$ cat src/hdl/ttt_pkg.sv
`timescale 1ns / 1ps
// ----------------------------------------------------------------------------
// ttt_pkg
// Shared types and constants for the tick timer table.
// ----------------------------------------------------------------------------
package ttt_pkg;

  localparam int MAX_TIMERS = 16;
  localparam int TIME_BITS  = 32;
  localparam int IDX_W      = (MAX_TIMERS > 1) ? $clog2(MAX_TIMERS) : 1;
  localparam int ID_W       = 4;
  localparam int DELAY_W    = 32;

  typedef logic [TIME_BITS-1:0] time_t;
  typedef logic [IDX_W-1:0]     idx_t;

  typedef enum logic [1:0] {
    FUNC_TICK   = 2'd0,
    FUNC_SCHED  = 2'd1,
    FUNC_CANCEL = 2'd2,
    FUNC_NONE   = 2'd3
  } func_t;

  typedef enum logic [2:0] {
    KIND_SCHED     = 3'd0,
    KIND_CANCEL    = 3'd1,
    KIND_EXPIRE    = 3'd2,
    KIND_IDLE_TICK = 3'd3,
    KIND_NOOP      = 3'd4
  } kind_t;

  typedef enum logic [1:0] {
    ST_IDLE,
    ST_SCAN,
    ST_FIN
  } state_t;

  typedef struct packed {
    func_t               func;
    logic [ID_W-1:0]     timer_id;
    logic [DELAY_W-1:0]  delay_ticks;
    logic                repeating;
  } req_t;

  typedef struct packed {
    kind_t           kind;
    logic [ID_W-1:0] timer_id_res;
    logic            last_of_run;
  } res_t;

  // Commands from the sequencer to the entry store
  typedef struct packed {
    idx_t               rd_addr;
    idx_t               wr_addr;
    logic               wr_target;
    logic               wr_period;
    logic               arm;
    logic               disarm;
    logic               rep_data;
    time_t              target_data;
    logic [DELAY_W-1:0] period_data;
  } store_cmd_t;

endpackage

$ cat src/hdl/ttt_alu.sv
`timescale 1ns / 1ps
// ----------------------------------------------------------------------------
// ttt_alu
// Shared time unit: one wrapping adder on the current time and one equality
// compare of a stored target against the current time.
// ----------------------------------------------------------------------------
module ttt_alu (
  input  ttt_pkg::time_t now,
  input  ttt_pkg::time_t operand,
  input  ttt_pkg::time_t target,
  output ttt_pkg::time_t sum,
  output logic           equal
);
  import ttt_pkg::*;

  assign sum   = now + operand;
  assign equal = (target == now);

endmodule

$ cat src/hdl/ttt_store.sv
`timescale 1ns / 1ps
// ----------------------------------------------------------------------------
// ttt_store
// Entry table: target and period memories with registered read, armed and
// repeat flags in flip-flops cleared by reset.
// ----------------------------------------------------------------------------
module ttt_store (
  input  logic                              clk,
  input  logic                              rst,
  input  ttt_pkg::store_cmd_t               cmd,
  output ttt_pkg::time_t                    rd_target,
  output logic [ttt_pkg::DELAY_W-1:0]       rd_period,
  output logic [ttt_pkg::MAX_TIMERS-1:0]    armed,
  output logic [ttt_pkg::MAX_TIMERS-1:0]    repeats
);
  import ttt_pkg::*;

  time_t              target_mem [MAX_TIMERS];
  logic [DELAY_W-1:0] period_mem [MAX_TIMERS];

  always_ff @(posedge clk) begin
    if (cmd.wr_target) begin
      target_mem[cmd.wr_addr] <= cmd.target_data;
    end
    if (cmd.wr_period) begin
      period_mem[cmd.wr_addr] <= cmd.period_data;
    end
    rd_target <= target_mem[cmd.rd_addr];
    rd_period <= period_mem[cmd.rd_addr];
  end

  always_ff @(posedge clk) begin
    if (rst) begin
      armed   <= '0;
      repeats <= '0;
    end else if (cmd.arm) begin
      armed[cmd.wr_addr]   <= 1'b1;
      repeats[cmd.wr_addr] <= cmd.rep_data;
    end else if (cmd.disarm) begin
      armed[cmd.wr_addr] <= 1'b0;
    end
  end

endmodule

$ cat src/hdl/ttt_ctrl.sv
`timescale 1ns / 1ps
// ----------------------------------------------------------------------------
// ttt_ctrl
// Sequencer: handles schedule and cancel requests, walks the table one entry
// per cycle on a tick while expiries can leave; holds current time and result.
// ----------------------------------------------------------------------------
module ttt_ctrl (
  input  logic                           clk,
  input  logic                           rst,
  input  logic                           req_valid,
  output logic                           req_stall,
  input  ttt_pkg::req_t                  req,
  output logic                           res_valid,
  input  logic                           res_stall,
  output ttt_pkg::res_t                  res,
  output ttt_pkg::store_cmd_t            cmd,
  input  logic [ttt_pkg::DELAY_W-1:0]    rd_period,
  input  logic [ttt_pkg::MAX_TIMERS-1:0] armed,
  input  logic [ttt_pkg::MAX_TIMERS-1:0] repeats,
  output ttt_pkg::time_t                 now,
  output ttt_pkg::time_t                 alu_operand,
  input  ttt_pkg::time_t                 alu_sum,
  input  logic                           alu_equal
);
  import ttt_pkg::*;

  localparam idx_t LAST_IDX = IDX_W'(MAX_TIMERS - 1);

  state_t state, state_next;
  idx_t   idx, idx_next;
  idx_t   pend_id, pend_id_next;
  logic   pend_valid, pend_valid_next;
  time_t  now_next;

  logic   out_free;
  logic   acc;
  logic   id_ok;
  idx_t   req_idx;
  logic   scan_match;
  logic   scan_adv;
  logic   emit;
  res_t   emit_data;

  assign out_free   = !res_valid || !res_stall;
  assign req_stall  = (state != ST_IDLE) || !out_free;
  assign acc        = req_valid && !req_stall;
  assign id_ok      = (32'(req.timer_id) < 32'(MAX_TIMERS));
  assign req_idx    = IDX_W'(req.timer_id);
  assign scan_match = armed[idx] && alu_equal;
  // Hold the entry when a buffered expiry cannot leave yet
  assign scan_adv   = !(scan_match && pend_valid && !out_free);

  always_comb begin
    state_next = state;
    unique case (state)
      ST_IDLE: begin
        if (acc && req.func == FUNC_TICK) begin
          state_next = ST_SCAN;
        end
      end
      ST_SCAN: begin
        if (scan_adv && idx == LAST_IDX) begin
          state_next = ST_FIN;
        end
      end
      ST_FIN: begin
        if (out_free) begin
          state_next = ST_IDLE;
        end
      end
      default: state_next = ST_IDLE;
    endcase
  end

  always_comb begin
    cmd             = '0;
    emit            = 1'b0;
    emit_data       = '0;
    pend_valid_next = pend_valid;
    pend_id_next    = pend_id;
    idx_next        = idx;
    now_next        = now;
    alu_operand     = '0;
    unique case (state)
      ST_IDLE: begin
        alu_operand     = TIME_BITS'(req.delay_ticks);
        idx_next        = '0;
        cmd.wr_addr     = req_idx;
        cmd.target_data = alu_sum;
        cmd.period_data = req.delay_ticks;
        cmd.rep_data    = req.repeating;
        emit_data.timer_id_res = req.timer_id;
        emit_data.last_of_run  = 1'b1;
        emit_data.kind         = KIND_NOOP;
        if (acc) begin
          unique case (req.func)
            FUNC_SCHED: begin
              emit = 1'b1;
              if (id_ok) begin
                cmd.wr_target  = 1'b1;
                cmd.wr_period  = 1'b1;
                cmd.arm        = 1'b1;
                emit_data.kind = KIND_SCHED;
              end
            end
            FUNC_CANCEL: begin
              emit = 1'b1;
              if (id_ok && armed[req_idx]) begin
                cmd.disarm     = 1'b1;
                emit_data.kind = KIND_CANCEL;
              end
            end
            FUNC_TICK, FUNC_NONE: begin
              emit = 1'b0;
            end
            default: emit = 1'b0;
          endcase
        end
      end
      ST_SCAN: begin
        cmd.rd_addr     = idx;
        cmd.wr_addr     = idx;
        cmd.target_data = alu_sum;
        // A repeat period of zero counts as one
        alu_operand = (rd_period == '0) ? TIME_BITS'(1) : TIME_BITS'(rd_period);
        emit_data.kind         = KIND_EXPIRE;
        emit_data.timer_id_res = ID_W'(pend_id);
        emit_data.last_of_run  = 1'b0;
        if (scan_adv) begin
          cmd.rd_addr = idx + 1'b1;
          idx_next    = idx + 1'b1;
          if (scan_match) begin
            emit            = pend_valid;
            pend_valid_next = 1'b1;
            pend_id_next    = idx;
            if (repeats[idx]) begin
              cmd.wr_target = 1'b1;
            end else begin
              cmd.disarm = 1'b1;
            end
          end
        end
      end
      ST_FIN: begin
        alu_operand           = TIME_BITS'(1);
        emit_data.last_of_run = 1'b1;
        if (pend_valid) begin
          emit_data.kind         = KIND_EXPIRE;
          emit_data.timer_id_res = ID_W'(pend_id);
        end else begin
          emit_data.kind         = KIND_IDLE_TICK;
          emit_data.timer_id_res = '0;
        end
        if (out_free) begin
          emit            = 1'b1;
          now_next        = alu_sum;
          pend_valid_next = 1'b0;
        end
      end
      default: begin
        emit = 1'b0;
      end
    endcase
  end

  always_ff @(posedge clk) begin
    if (rst) begin
      state      <= ST_IDLE;
      idx        <= '0;
      pend_valid <= 1'b0;
      now        <= '0;
      res_valid  <= 1'b0;
    end else begin
      state      <= state_next;
      idx        <= idx_next;
      pend_valid <= pend_valid_next;
      now        <= now_next;
      if (emit) begin
        res_valid <= 1'b1;
      end else if (!res_stall) begin
        res_valid <= 1'b0;
      end
    end
  end

  always_ff @(posedge clk) begin
    pend_id <= pend_id_next;
    if (emit) begin
      res <= emit_data;
    end
  end

  a_busy_stalls: assert property (@(posedge clk) disable iff (rst)
    (state != ST_IDLE) |-> req_stall)
    else $error("request taken while a tick scan is running");

  a_no_pend_idle: assert property (@(posedge clk) disable iff (rst)
    (state == ST_IDLE) |-> !pend_valid)
    else $error("buffered expiry left over after a tick");

  a_time_advance: assert property (@(posedge clk) disable iff (rst)
    (state == ST_FIN && out_free) |=> (now == $past(now) + TIME_BITS'(1)))
    else $error("time did not advance at end of tick");

  a_time_hold: assert property (@(posedge clk) disable iff (rst)
    (state != ST_FIN) |=> $stable(now))
    else $error("time changed outside end of tick");

  a_scan_emit: assert property (@(posedge clk) disable iff (rst)
    (state == ST_SCAN && emit) |-> (pend_valid && out_free))
    else $error("expiry issued without a buffered entry or a free slot");

endmodule

$ cat src/hdl/tick_timer_table.sv
`timescale 1ns / 1ps
// ----------------------------------------------------------------------------
// tick_timer_table
// Table of tick-driven timers: schedule, cancel and tick requests, with one
// expiry result per matching entry in ascending entry order.
// ----------------------------------------------------------------------------
// Schedule and cancel: result registered, valid in the cycle after acceptance.
// Tick: the scan checks one entry per cycle with the shared adder/comparator,
//   except while a buffered expiry waits for the result side; the last result
//   and the time advance follow the scan, then the next request is taken.
// Reset (rst, synchronous): all entries disarmed, time back to zero, output
//   empty; a request can be taken in the first cycle after reset.
module tick_timer_table (
  input  logic           clk,
  input  logic           rst,
  input  logic           req_valid,
  output logic           req_stall,
  input  ttt_pkg::req_t  req,
  output logic           res_valid,
  input  logic           res_stall,
  output ttt_pkg::res_t  res
);
  import ttt_pkg::*;

  store_cmd_t             cmd;
  time_t                  rd_target;
  logic [DELAY_W-1:0]     rd_period;
  logic [MAX_TIMERS-1:0]  armed;
  logic [MAX_TIMERS-1:0]  repeats;
  time_t                  now;
  time_t                  alu_operand;
  time_t                  alu_sum;
  logic                   alu_equal;

  ttt_ctrl u_ctrl (
    .clk         (clk),
    .rst         (rst),
    .req_valid   (req_valid),
    .req_stall   (req_stall),
    .req         (req),
    .res_valid   (res_valid),
    .res_stall   (res_stall),
    .res         (res),
    .cmd         (cmd),
    .rd_period   (rd_period),
    .armed       (armed),
    .repeats     (repeats),
    .now         (now),
    .alu_operand (alu_operand),
    .alu_sum     (alu_sum),
    .alu_equal   (alu_equal)
  );

  ttt_store u_store (
    .clk       (clk),
    .rst       (rst),
    .cmd       (cmd),
    .rd_target (rd_target),
    .rd_period (rd_period),
    .armed     (armed),
    .repeats   (repeats)
  );

  ttt_alu u_alu (
    .now     (now),
    .operand (alu_operand),
    .target  (rd_target),
    .sum     (alu_sum),
    .equal   (alu_equal)
  );

endmodule

$ cat config.mk
export PLATFORM = sky130hd
export DESIGN_NAME = tick_timer_table
export DESIGN_NICKNAME = d
export VERILOG_FILES = /design/src/hdl/ttt_pkg.sv /design/src/hdl/ttt_alu.sv /design/src/hdl/ttt_store.sv /design/src/hdl/ttt_ctrl.sv /design/src/hdl/tick_timer_table.sv
export SDC_FILE = /design/constraint.sdc
export NUM_CORES = 2
export LEC_CHECK = 0
export BUFFER_PORTS_ARGS = -buffer_cell sky130_fd_sc_hd__buf_2
export CORE_MARGIN = 8
export CORE_UTILIZATION = 45
export DETAILED_ROUTE_END_ITERATION = 16
export MAX_ROUTING_LAYER = met4
export PLACE_DENSITY = 0.62
export SYNTH_ARGS = -nofsm -noshare
export SYNTH_HDL_FRONTEND = slang
export SYNTH_SLANG_ARGS = --single-unit
$ cat constraint.sdc
create_clock -name clk -period 7.3 [get_ports clk]
set_input_delay 0.73 -clock clk [delete_from_list [all_inputs] [get_ports clk]]
set_output_delay 0.73 -clock clk [all_outputs]
set_load 0.02 [all_outputs]
==> Word-level counts from Yosys, hierarchy flattened <==
Memories as Yosys holds them, arrays and structs flattened. A register that Yosys moved wholly into a read port is not among the register bits.
Cells that the tools add are included.
{ "word_totals": {"in_bits": 43, "mem_bits_rw": 1024, "output_inout_bits": 10, "n_memories": 2, "reg_bits": 84, "wordCells": 121} }
{ "op_classes": {"eq_ne": 13, "reduce_logical": 28, "addsub": 2, "bitwise_logic": 4, "n_lt_le_gt_ge": 4, "mux": 57} }
{ "mem_list": {"columns": ["memory", "words", "width", "read_ports", "rd_clocked_by_memory_dff", "wr", "line", "source"], "rows": [
  ["u_store.period_mem", 16, 32, 1, 1, 1, "ttt_store.sv:19", "logic [DELAY_W-1:0] period_mem [MAX_TIMERS];"],
  ["u_store.target_mem", 16, 32, 1, 1, 1, "ttt_store.sv:18", "time_t target_mem [MAX_TIMERS];"]
]} }
{ "ops": {"columns": ["operator", "count"], "rows": [
  ["32-bit two-way mux", 3],
  ["32-bit one-hot mux with 3 select lines", 1],
  ["32-bit adder", 1],
  ["32-bit == test", 1],
  ["32-bit logical NOT", 1],
  ["16-bit two-way mux", 2],
  ["1-bit two-way mux", 26],
  ["8-bit one-hot mux with 3 select lines", 1],
  ["16-bit AND", 1],
  ["16-bit bitwise mux", 1],
  ["16-bit inverter", 1],
  ["16-bit bitwise OR", 1],
  ["4-bit by 5-bit less-than comparator with 1-bit output (second input constant)", 3],
  ["1-bit binary-select mux with 4-bit select", 3],
  ["4-bit two-way mux", 3],
  ["2-bit by 1-bit != test with 1-bit output (second input constant)", 5],
  ["5-bit one-hot mux with 2 select lines", 1],
  ["3-bit two-way mux", 3],
  ["2-bit two-way mux", 4],
  ["4-bit one-hot mux with 2 select lines", 1],
  ["2-bit nonzero test", 4],
  ["1-bit logical AND", 7],
  ["2-bit == test (second input constant)", 3],
  ["1-bit one-hot mux with 2 select lines", 3],
  ["other kinds (18)", 28]
]} }

==> Logic depth before layout (Yosys ltp) <==
{ "depth": {"ltp_word": 16, "depth_mapped": 19, "depth_no_buf": 16} }

==> Hierarchy <==
A second synthesis with hierarchy kept.
{ "hier_totals": {"cells_unflattened": 2609, "hier_area_um2": 46961.3} }
{ "by_module_without_submodules": {"columns": ["mod", "seq_area_each_um2", "area_each_um2", "cells_per_inst", "instances"], "rows": [
  ["ttt_store", 32671.3, 41189.5, 1843, 1],
  ["ttt_ctrl", 1161.1, 3681.0, 482, 1],
  ["ttt_alu", 0.0, 2090.8, 284, 1]
]} }

==> Worst setup path after synthesis <==
OpenSTA, ideal clock, no wires.
{ "synth_timing": {"path_type": "register -> register", "start": "register u_ctrl.state[0]", "end": "memory u_store.target_mem[0][30] (netlist name) (data pin)", "stages_incl_launch_ff": 20, "t_arrival_ps": 4414, "setup_slack_ps": 2610, "required_time_ps": 7023, "path_buffers": 4, "cell_sequence": "dfxtp_1 > inv_1 > ha_1 > clkbuf_1 > clkbuf_1 > clkbuf_1 > clkbuf_1 > and2_1 > a21oi_1 > nor2_1 > ha_1 > a21o_1 > a21oi_1 > a21oi_1 > a211oi_2 > o22ai_1 > o41ai_1 > o21ai_1 > xnor2_1 > nor2_1"} }
{ "synth_lines": {"columns": ["element", "line", "source"], "rows": [
  ["start, declared", "ttt_ctrl.sv:29", "state_t state, state_next;"],
  ["start signal, assigned", "ttt_ctrl.sv:174", "state <= state_next;"],
  ["end, declared", "ttt_store.sv:18", null]
]} }

==> impl_metrics.env <==
export IMPL_synth_async_sr_flop_share_pct=0
export IMPL_drc_errors=0
export IMPL_first_global_vias=28160
export IMPL_die_h_microns=342.0
export IMPL_synth_flop_cell="edfxtp_1"
export IMPL_grt_max_degree=91
export IMPL_tightest_slew_ns=1.261
export IMPL_synthToLayoutAreaGrowth_pct=12.29
export IMPL_antenna_found_initial=5
export IMPL_power_static_leakage_uw=0.01684
export IMPL_critPathBufInv=1
export IMPL_fin_crit_ns=6.036
export IMPL_yosys_warnings=0
export IMPL_coreArea_sq_mm=0.1054
export IMPL_postCtsSetupRepairBufs=0
export IMPL_grt_ovfl_total=0
export IMPL_crit_chain="nor4_1 -> nand4_1 -> nor2_1 -> nor2_2 -> buf_4 -> a21oi_1 -> nor2_1 -> ha_1 -> nand4_1 -> nand2b_1 -> and3_1 -> a22oi_1 -> nand3_1 -> nand3_1 -> nand2_1 -> o311ai_0 -> mux2i_1"
export IMPL_rows=119
export IMPL_synth_nets=3315
export IMPL_cp_max_fo=31
export IMPL_cts_tree="built"
export IMPL_htreeDepth=3
export IMPL_wl_per_cell_microns=25.85
export IMPL_fmax_ghz=0.1657
export IMPL_synth_area_leaders="edfxtp_1 (65%), mux2i_1 (9.3%), dfxtp_1 (5.7%)"
export IMPL_synth_cells=3232
export IMPL_nets=3362
export IMPL_synth_top_cell_area_share_pct=65.07
export IMPL_die_w_microns=342.0
export IMPL_fin_crit_sh_pct=82.69
export IMPL_routed_wl_mm=123.4
export IMPL_crit_required_ns=7.63
export IMPL_hpwl_mm=69.55
export IMPL_drive_gt1_share_pct=10.81
export IMPL_ys_ff_latch=1172
export IMPL_finalSetupViolations=0
export IMPL_power_density_mw_per_mm2=259.4
export IMPL_finalNonFillerCells=4772
export IMPL_design_area_sq_mm=0.05369
export IMPL_slew_violations=0
export IMPL_dr_pass1_iters=5
export IMPL_irDropWorstVdd_mv=0.2099
export IMPL_rsz0062_at_grt="false"
export IMPL_tns_ns=0
export IMPL_grtUsageTotal_pct=21.10
export IMPL_crit_family="simple AND/OR/NAND/NOR gates"
export IMPL_gp_congestion=0.8989
export IMPL_yosysSeqAreaShare_pct=70.76
export IMPL_worstSetupEndpointType="flop"
export IMPL_dpl_cell_count=4554
export IMPL_grt_first_pass_wirelength_mm=181.9
export IMPL_yosysTopAreaCell="edfxtp_1"
export IMPL_worstPathArrival_ns=6.36
export IMPL_cts_resized=0
export IMPL_crit_slowest_cell="mux2i_1"
export IMPL_clock_path_buffers=3
export IMPL_cts_hold_buffers=0
export IMPL_synth_enable_flop_cells=1036
export IMPL_clk_pin_slew_ns=0.06
export IMPL_io_buffer_count=52
export IMPL_critPathMaxStageDelay_ns=0.96
export IMPL_crit_path_start_kind="flop"
export IMPL_start_util_pct=45.36
export IMPL_hold_violations=0
export IMPL_status="complete, no violations"
export IMPL_syn_area_per_cell_sq_um=14.79
export IMPL_die_area_sq_mm=0.1169
export IMPL_cts_inserted_buffers=114
export IMPL_clkLatencyLatePin_ns=0.69
export IMPL_ant_nets=0
export IMPL_ios=53
export IMPL_cts_root_buf="clkbuf_16"
export IMPL_dpl_cell_area_sq_mm=0.04997
export IMPL_dr_total_vias=28330
export IMPL_syn_area_sq_mm=0.04781
export IMPL_synth_distinct_cells=74
export IMPL_initialDrtViolationCount=2831
export IMPL_clock_sinks=1172
export IMPL_hold_class="reg2reg"
export IMPL_relSlewSlack_pct=15.91
export IMPL_maxCapViolCount=0
export IMPL_path_class="reg2reg"
export IMPL_clock_skew_ns=0.03122
export IMPL_viasPerCell=5.937
where the power goes:
group	internal [uW]	switching [uW]	total, uW
clock	3320	2430	5740
sequential	7460	27.3	7490
combinational	180	517	697
cell type report:
type	instances	area, sq um
diodes	3	7.507
clock inverters	30	275.3
inverters	36	135.1
flip-flops and latches	1172	33830
well taps	1391	1740
fillers	8633	51730
clock buffers	185	3435
repair buffers	127	973.4
multi-input cells	1828	13290
placed cells by master, fill, tap and decap left out, types with 8 or more instances in the layout:
| cell type | instances |
|---|---|
| edfxtp_1 | 1036 |
| mux2i_1 | 443 |
| a21oi_1 | 291 |
| nand2_1 | 259 |
| dfxtp_1 | 136 |
| nor2_1 | 135 |
| a221oi_1 | 122 |
| clkbuf_16 | 118 |
| buf_4 | 63 |
| or3_1 | 58 |
| a22o_1 | 56 |
| buf_2 | 52 |
| and2_1 | 49 |
| xnor2_1 | 46 |
| o21ai_0 | 45 |
| clkbuf_1 | 44 |
| ha_1 | 38 |
| inv_1 | 35 |
| nor2_4 | 33 |
| clkbuf_8 | 23 |
| a31oi_1 | 16 |
| nand3_1 | 16 |
| xor2_1 | 16 |
| a21o_1 | 16 |
| a22oi_1 | 15 |
| mux4_2 | 14 |
| nand4_1 | 14 |
| clkinv_2 | 12 |
| buf_12 | 12 |
| nor4_1 | 11 |
| o22ai_1 | 10 |
| o21a_1 | 10 |
| a211o_1 | 9 |
| mux2_1 | 8 |
routing by layer:
layer  vias up  GRT usage (%)  wire (microns)  part of all wire, %
met5         -              -               0                    0
met1     14560          28.50           53550                   43
li1      12540              -               -                    -
met2      1052          33.80           59140                   48
met3       182          2.515            7671                  6.2
met4         0          6.257            3006                  2.4
through the flow:
step / total power, uW / hold slack, ns / utilization, % / setup slack [ns]
final: 13930 / 0.4941 / 50.93 / 1.264
after global routing: 14340 / 0.5068 / 50.93 / 0.8396
after CTS: 14030 / 0.4916 / 50.92 / 1.232
after detailed placement: 8326 / 0.4814 / 47.40 / 1.298
after global placement: 8297 / 0.4647 / 47.40 / 1.449
after floorplan: 8059 / 0.4379 / - / 2.610
state kept, by name, indices dropped and copies added (netlist names), named ones only:
name,count
u_ctrl.now,32
u_ctrl.pend_valid,1
u_store.target_mem,512
u_store.period_mem,512
u_store.rd_period,32
u_ctrl.pend_id,4
u_store.rd_target,32
u_ctrl.state,2
u_ctrl.res_valid,1
u_ctrl.res,8
u_store.repeats,16
u_ctrl.idx,4
path summary, 6_finish.rpt:
| path | slack, ns | cells after the start | end | start |
|---|---|---|---|---|
| max | 1.26 | 17 | u_store.target_mem[15][29] | u_store.rd_period[27] |
| max reg2reg | 1.26 | 17 | u_store.target_mem[15][29] | u_store.rd_period[27] |
| min | 0.49 | 2 | flop | flop |
| min reg2reg | 0.49 | 2 | flop | flop |
worst min-delay path, cell delays in order (launching register included):
cell and delay, ns:
dfxtp_1 0.32, o21ai_0 0.07, a21oi_1 0.06
cell usage after synthesis (16+ instances only):
library cell,count
xnor2_1,46
a21oi_1,291
mux2i_1,444
and2_1,50
a21o_1,16
buf_2,36
or3_1,58
nor2_1,170
a221oi_1,122
a22o_1,56
nand2_1,261
dfxtp_1,136
a31oi_1,16
edfxtp_1,1036
ha_1,39
inv_1,35
o21ai_0,45
xor2_1,16
clkbuf_1,130
nand3_1,16
cells by family (layout without fill, tap and decap cells):
kind of cell    count (synthesis)  after routing  synth area share, %
flops                        1172           1172                70.76
compound gates                640            640                8.830
simple gates                  613            613                5.773
mux                           473            473                10.31
buf+inv                       232            378                2.130
xor+xnor                       62             62                1.136
fa+ha+maj                      40             40                1.062
other cells                     0              3                    0
No activity file was read; power rests on OpenSTA's default activity.
